$ cat src/rtl/spq_pkg.sv
// ---------------------------------------------------------------------------
// spq_pkg
// Types and codes for the sorted priority queue.
// ---------------------------------------------------------------------------
`default_nettype none

package spq_pkg;

  localparam int VALUE_W = 32;
  localparam int PRIO_W  = 8;
  localparam int COUNT_W = 7;

  localparam logic       CMD_ENQ      = 1'b0;
  localparam logic       CMD_DEQ      = 1'b1;
  localparam logic [1:0] ST_OK        = 2'd0;
  localparam logic [1:0] ST_OVERFLOW  = 2'd1;
  localparam logic [1:0] ST_UNDERFLOW = 2'd2;

  typedef struct packed {
    logic                      cmd;
    logic signed [VALUE_W-1:0] item_value;
    logic        [PRIO_W-1:0]  item_priority;
  } spq_in_t;

  typedef struct packed {
    logic        [1:0]         status;
    logic signed [VALUE_W-1:0] taken_value;
    logic        [PRIO_W-1:0]  taken_priority;
    logic signed [VALUE_W-1:0] head_value;
    logic        [PRIO_W-1:0]  head_priority;
    logic        [COUNT_W-1:0] entry_count;
  } spq_out_t;

  typedef struct packed {
    logic signed [VALUE_W-1:0] value;
    logic        [PRIO_W-1:0]  prio;
  } spq_entry_t;

  typedef enum logic [1:0] {
    OP_HOLD,
    OP_INSERT,
    OP_REMOVE
  } spq_op_t;

  // Broadcast to every cell in the chain.
  typedef struct packed {
    spq_op_t    op;
    spq_entry_t new_ent;
  } spq_ctrl_t;

endpackage

`default_nettype wire

$ cat src/rtl/spq_cell.sv
// ---------------------------------------------------------------------------
// spq_cell
// One slot of the sorted chain: hold, take the new entry, or shift.
// ---------------------------------------------------------------------------
`default_nettype none

module spq_cell import spq_pkg::*; #(
  parameter int IDX   = 0,
  parameter int CNT_W = 7
) (
  input  wire logic             clk,
  input  wire spq_ctrl_t        ctrl,
  input  wire logic [CNT_W-1:0] count,
  input  wire spq_entry_t       left_ent,
  input  wire spq_entry_t       right_ent,
  input  wire logic             left_lt,
  output spq_entry_t            ent,
  output logic                  lt
);

  spq_entry_t ent_r, ent_nxt;
  logic       occ;

  assign occ = CNT_W'(IDX) < count;
  // Occupied and served strictly before the new entry.
  assign lt  = occ && (ent_r.prio < ctrl.new_ent.prio);
  assign ent = ent_r;

  always_comb begin
    ent_nxt = ent_r;
    case (ctrl.op)
      OP_INSERT: begin
        if (!lt) begin
          ent_nxt = left_lt ? ctrl.new_ent : left_ent;
        end
      end
      OP_REMOVE: ent_nxt = right_ent;
      default:   ent_nxt = ent_r;
    endcase
  end

  always_ff @(posedge clk) begin
    ent_r <= ent_nxt;
  end

endmodule

`default_nettype wire

$ cat config.mk
export PLATFORM = sky130hd
export DESIGN_NAME = spq_cell
export DESIGN_NICKNAME = d
export VERILOG_FILES = /design/src/rtl/spq_pkg.sv /design/src/rtl/spq_cell.sv
export SDC_FILE = /design/constraint.sdc
export NUM_CORES = 1
export LEC_CHECK = 0
export ABC_AREA = 1
export BUFFER_PORTS_ARGS = -buffer_cell sky130_fd_sc_hd__buf_2
export CAP_MARGIN = 20
export CORE_ASPECT_RATIO = 2
export CORE_MARGIN = 2
export CORE_UTILIZATION = 35
export DETAILED_ROUTE_END_ITERATION = 8
export PLACE_DENSITY_LB_ADDON = 0.3
export SLEW_MARGIN = 10
export SYNTH_ARGS = -nofsm -noshare
export SYNTH_HDL_FRONTEND = slang
export SYNTH_SLANG_ARGS = --single-unit
$ cat constraint.sdc
create_clock -name clk -period 2.7 [get_ports clk]
set_input_delay 0.675 -clock clk [delete_from_list [all_inputs] [get_ports clk]]
set_output_delay 0.675 -clock clk [all_outputs]
set_load 0.005 [all_outputs]
==> results.toml, run 1 <==
[run_status]
status = "finished, final reports clean"

[layout]
final_area_um2 = 3417
largest_reg_flops = 40
n_antenna_cell = 0
nets = 572
drive_gt1_share_pct = 47.24
syn_to_final_growth_pct = 42.61

[timing]
period_needed_ns = 2.339
min_period_over_period_pct = 86.64
timing_worst_slew_pin_value_ns = 0.5005
final.setup.tns_ns = 0
relSlewSlack_pct = 66.64
setup_ws_ns = 0.3607
fmax_ghz = 0.4275
finalHoldViolations = 0
drv_slew = 0
rsz0062_at_grt = "false"
setup_viol = 0
fin_worst_skew_ns = 0.005081

[synthesis]
ys.flop_type = "edfxtp_1"
yosysUniqueCellTypes = 17
syn_avg_cell_area_um2 = 8.907
synth_edf_count = 40
synth_warnings = 0
synth_cells = 269
ys_async_sr_fraction_pct = 0
yosysSeqAreaShare_pct = 50.13
postSynthNetCount = 407
ys_ff_latch = 40
synth.cell_area_um2 = 2396

[detailed_routing]
drt_iter0_markers = 89
ant_nets = 0
drt-total-wl_um = 6421
via_per_inst = 4.697
first_pass_iters = 4
drc = 0
routedWlPerCell_um = 12.30
vias = 2452

[setup_path]
crit_family = "simple AND/OR/NAND/NOR gates"
reg2reg_depth = 10
r2r_slack_ns = 0.84
crit_path_start = "ctrl[6]"
slowest_stage = "ha_1"
reg2reg_from = "ent[6]"
path_cells = "buf_2 > inv_1 > ha_1 > nand2_1 > nand2_1 > nor2_1 > nor2_1 > nor2_1 > nand2_1 > inv_1 > buf_2"
crit_buf_inv = 4
r2r_end = "ent[6]"
critPathMaxFanout = 2
endpoint = "lt"
cp.depth = 11
cp.arrival_ns = 1.66
crit_path_start_kind = "primary input"
critPathMaxStageDelay_ns = 0.30
cp.required_ns = 2.03
path_class = "in -> out"
cp-end-kind = "output port"

[clock_tree]
cts-buffers-inserted = 5
h-tree-depth = 2
clk_pin_slew_ns = 0.05
postCtsSetupBuffers = 0
cts_tree = "built"
numClockSinks = 40
clk_latency_ns = 0.27
cts_resized = 0
clock_path_buffers = 2
hold_buffers = 0
ctsRootBufferMaster = "clkbuf_16"

[pwr]
leakage_nw = 1.667
power_density_nw_per_um2 = 487.7
power_w = 0.001666
max-vdd-ir-drop_uv = 386.3

[global_route]
grt_overflow = 0
grt_use_met3_pct = 3.247
top_usage_layer = "met2"
use_met2_pct = 33.27
grt_pass1_vias = 2324
track_usage_pct = 16.66
antenna_found_initial = 0
grt_use_met1_pct = 15.75
grt_max_degree = 48
grt_pass1_wl_um = 10050

[place]
dpl_worst_slack_ns = 0.3337
portBuffers = 171
placed_cell_area_um2 = 3279
place_congestion = 0.8650
dp_hpwl_um = 5021

[die]
core_um2 = 6621
die_h_um = 121.0
die_w_um = 62.51
io_pins = 172
rows = 42
dieArea_um2 = 7564
start_util_pct = 36.19

[flow_run]
max_cap_violations = 0

[min_path]
hp-class = "in -> reg"
-- logic make-up after synthesis --
| logic type | count (synthesis) | share of synthesized area [%] |
|---|---|---|
| simple gates | 139 | 22.92 |
| compound gates | 49 | 14.67 |
| buf+inv | 34 | 8.616 |
| flops | 40 | 50.13 |
| fa+ha+maj | 7 | 3.655 |
-- worst register-to-register path, cell delays in order (launching register included) --
cell	delay (ns)
edfxtp_1	0.41
ha_1	0.32
nand2_1	0.06
nor2_1	0.08
nor2_1	0.04
nor2_1	0.07
nor2_1	0.05
nand2_1	0.09
nand2_1	0.08
nand2_2	0.08
buf_12	0.24
-- synthesized netlist by cell type (2+ instances only) --
| cell | n | area share, % |
|---|---|---|
| ha_1 | 7 | 3.7 |
| nand2_2 | 11 | 2.9 |
| nand2_1 | 72 | 11 |
| a31oi_1 | 23 | 6.0 |
| buf_2 | 11 | 2.3 |
| inv_1 | 16 | 2.5 |
| o21ai_0 | 7 | 1.5 |
| buf_8 | 2 | 1.3 |
| a31oi_2 | 10 | 5.2 |
| nor2_1 | 56 | 8.8 |
| a21oi_1 | 8 | 1.7 |
| edfxtp_1 | 40 | 50 |
| buf_12 | 2 | 1.7 |
-- routing by layer --
metal  vias up  wire length, um
li1       1232                -
met1      1102             2171
met2       104             3677
met3        14              376
met4         0              195
met5         -                0
-- cell usage in the layout (no fill, tap or decap), drive strengths merged --
cell      synthesis  routed
a31oi            33      33
clkbuf            1       5
a21oi             8       8
inv              17      17
o21ai             7       7
buf              16     175
nor2             56      56
edfxtp           40      40
o21bai            1       1
nand2            83      83
ha                7       7
clkinv            0       1
clkinvlp          0       1
-- cell type report --
type	count	area, um^2
multi-input cells	195	991.0
flip-flops and latches	40	1201
inverters	17	66.31
repair buffers	175	910.9
clock buffers	5	125.1
clock inverters	2	12.51
well taps	88	110.1
fillers	660	3204
-- stage by stage --
stage / utilization [%] / std cells / hold slack (ns)
global placement: 49.53 / 515 / 0.9793
global route: 51.61 / 522 / 0.7343
detailed placement: 49.53 / 515 / 0.9983
CTS: 51.61 / 522 / 0.7128
floorplan: - / 269 / 0.8898
finish: 51.61 / 522 / 0.7122
-- power by group --
part           internal (W)  switching, W  leakage (nW)
Combinational      0.000170      0.000180          1.22
Clock              0.000334      0.000212        0.0657
Sequential         0.000755     0.0000141         0.380
Total               0.00126      0.000407          1.67
-- how the worst min path moves through the flow --
stage | depth (start not counted) | startpoint | slack (ns) | endpoint
global placement | 3 | right_ent[7] | 0.98 | ent[7]
finish | 3 | right_ent[1] | 0.71 | ent[1]
CTS | 3 | right_ent[1] | 0.71 | ent[1]
floorplan | 2 | right_ent[1] | 0.89 | ent[1]
global route | 3 | right_ent[5] | 0.73 | ent[5]
detailed placement | 3 | right_ent[1] | 1.0 | ent[1]
Note: power is estimated with default switching activity, not from simulation.
==> inputs of run 2 (changes only) <==
Settings changed: ABC_AREA 1 to 0.
==> run 2 against run 1 <==
Synthesized cell count fell by 24%. Sequential power barely moved. Combinational power down 6.3%. Critical endpoint unchanged. Largest cell class unchanged.
==> results.toml, run 2 <==
[run_status]
status = "finished, final reports clean"

[detailed_routing]
ant_nets = 0
vias = 2142
via_per_inst = 4.646
routedWlPerCell_um = 12.09
drc = 0
first_pass_iters = 4
drt_iter0_markers = 107
drt-total-wl_um = 5575

[pwr]
p_int_w = 0.001269
p_seq_share_pct = 46.7
power_density_nw_per_um2 = 490.0
pwr-share-clk_pct = 33.3
pwr-share-comb_pct = 20.0
swShare_pct = 22.84
leakage_nw = 1.632
net-switching-power_w = 0.0003756
max-vdd-ir-drop_uv = 314.8

[setup_path]
reg2reg_from = "ent[5]"
crit_path_start_kind = "primary input"
critPathMaxFanout = 2
reg2reg_depth = 8
path_cells = "buf_2 > inv_1 > ha_1 > a211o_1 > a221o_1 > a21oi_2 > buf_2"
r2r_slack_ns = 0.52
cp.required_ns = 2.03
cp.arrival_ns = 1.97
critPathMostFrequentCell = "buf_2"
critPathMaxStageDelay_ns = 0.33
cp-end-kind = "output port"
r2r_end = "ent[3]"
path_class = "in -> out"
slowest_stage = "a221o_1"

[synthesis]
synth_common_cells = "o21ai_0 (42), edfxtp_1 (40), mux2i_1 (40), nand2_1 (40), clkbuf_1 (9)"
ys_async_sr_fraction_pct = 0
synth_top_family_by_area = "multiplexers"
yosysUniqueCellTypes = 20
synth_warnings = 0
yosys.area_share.simple_pct = 8.938
synth.top_cells.by_area = "edfxtp_1 (54%), mux2i_1 (18%), o21ai_0 (9.4%)"
syn_avg_cell_area_um2 = 10.91
ys.flop_type = "edfxtp_1"
muxShareOfSynthArea_pct = 17.99
yosysMostFrequentCell = "o21ai_0"
postSynthNetCount = 342
synth-xor-area-share_pct = 0
yosysSeqAreaShare_pct = 53.96
ys_ff_latch = 40
synth.cell_area_um2 = 2226
synthAdderAreaFrac_pct = 3.935
synth_cells = 204
synth_top_cell_by_area = "edfxtp_1"
synth_edf_count = 40
netlist.area_leader.share_pct = 53.96
synth_compound_area_share_pct = 11.35

[clock_tree]
numClockSinks = 40
ctsRootBufferMaster = "clkbuf_16"
cts-buffers-inserted = 5
clk_pin_slew_ns = 0.05
cts_tree = "built"
clock_path_buffers = 2
cts_resized = 0
h-tree-depth = 2
clk_latency_ns = 0.27

[global_route]
grt_pass1_vias = 1980
track_usage_pct = 15.72
grt_pass1_wl_um = 8280
antenna_found_initial = 0
grt_overflow = 0
grt_max_degree = 57

[min_path]
hp-class = "in -> reg"
hold_path_end = "ent[10]"
holdCritStartpoint = "right_ent[10]"
whs_path_depth = 3

[timing]
timing_worst_slew_pin_value_ns = 0.4763
setup_viol = 0
fin_worst_skew_ns = 0.003002
fmax_ghz = 0.3788
finalHoldViolations = 0
rsz0062_at_grt = "false"
period_needed_ns = 2.640
min_period_over_period_pct = 97.78
final.setup.tns_ns = 0
drv_slew = 0
relSlewSlack_pct = 68.25

[layout]
final_common_cell = "buf_2"
n_antenna_cell = 0
seqCellArea_um2 = 1201
syn_to_final_growth_pct = 50.76
drive_gt1_share_pct = 49.33
final_cell_mix = "buf_2 (171), o21ai_0 (42), mux2i_1 (40), nand2_1 (40), edfxtp_1 (40)"
largest_reg_flops = 40
multi_input_area_um2 = 958.4
fill_cells = 553
nets = 512
final_util_pct = 54.06

[die]
start_util_pct = 35.86
rows = 41
die_h_um = 116.8
die_w_um = 60.39
io_pins = 172
dieArea_um2 = 7052
core_um2 = 6207

[place]
dp_hpwl_um = 4413
portBuffers = 171
place_congestion = 0.7480

[flow_run]
max_cap_violations = 0
run 2: cell count changes after synthesis, moves of 8 or more:
cell,delta
nor2_1,-53
mux2i_1,+40
o21ai_0,+35
nand2_1,-32
a31oi_1,-23
nand2_2,-11
a31oi_2,-10
inv_1,-9
a21oi_1,-8
clkbuf_1,+8
run 2: how the worst max path moves through the flow:
stage | startpoint | to | slack, ns
floorplan | ctrl[5] | lt | 0.26
global placement | ctrl[5] | lt | 0.06
detailed placement | ctrl[5] | lt | 0.03
CTS | ctrl[5] | lt | 0.03
global route | ctrl[5] | lt | 0.02
finish | ctrl[5] | lt | 0.06
run 2: kinds of logic (layout without fill, tap and decap cells):
family | count (synthesis) | after routing
muxes | 40 | 40
AOI/OAI and AO/OA | 47 | 47
and+or+nand+nor | 49 | 49
adders and majority gates | 7 | 7
buffers and inverters | 21 | 192
DFF | 40 | 40
run 2: timing repair:
| action | in CTS | in global routing |
|---|---|---|
| setup buffers | 0 | 1 |
| hold buffers | 0 | 0 |
| setup endpoints to repair | 0 | 1 |
run 2: layout make-up:
cell class              count  share of cell area (%)
flip-flops and latches     40                   35.79
repair buffers            177                   27.59
well taps                  86                   3.207
clock inverters             1                  0.1119
multi-input cells         143                   28.56
clock buffers               7                   3.952
inverters                   7                  0.7830
run 2: layer usage:
metal | part of all wire [%] | vias to the layer above | GRT usage [%]
met4 | 1.7 | 0 | 6.222
met3 | 13 | 6 | 5.055
li1 | - | 1077 | -
met5 | 0 | - | 0
met1 | 39 | 920 | 16.43
met2 | 47 | 139 | 28.12
run 2: power groups by stage:
stage	sequential (W)	clock [W]	combinational, W
6_report	0.000768	0.000547	0.000329
5_1_grt	0.000774	0.000586	0.000370
4_1_cts	0.000769	0.000565	0.000332
3_5_place_dp	0.000781	0	0.000332
3_3_place_gp	0.000779	0	0.000322
2_1_floorplan	0.000789	0	0.000137
run 2: worst max-delay path, delay by kind of cell:
family	cells	cell delay [ns]
AOI/OAI and AO/OA	3	0.75
buffers and inverters	3	0.26
adders and majority gates	1	0.29
run 2: metrics by stage:
step	total power [W]	area [um^2]	cells	hold WS, ns	worst slack [ns]
floorplan	0.0009259	2237	204	0.8621	0.2566
global placement	0.001101	3212	452	0.9467	0.06188
detailed placement	0.001113	3212	452	0.9573	0.03282
CTS	0.001665	3348	460	0.6731	0.03052
global route	0.001730	3356	461	0.6873	0.02493
finish	0.001644	3356	461	0.6748	0.05996
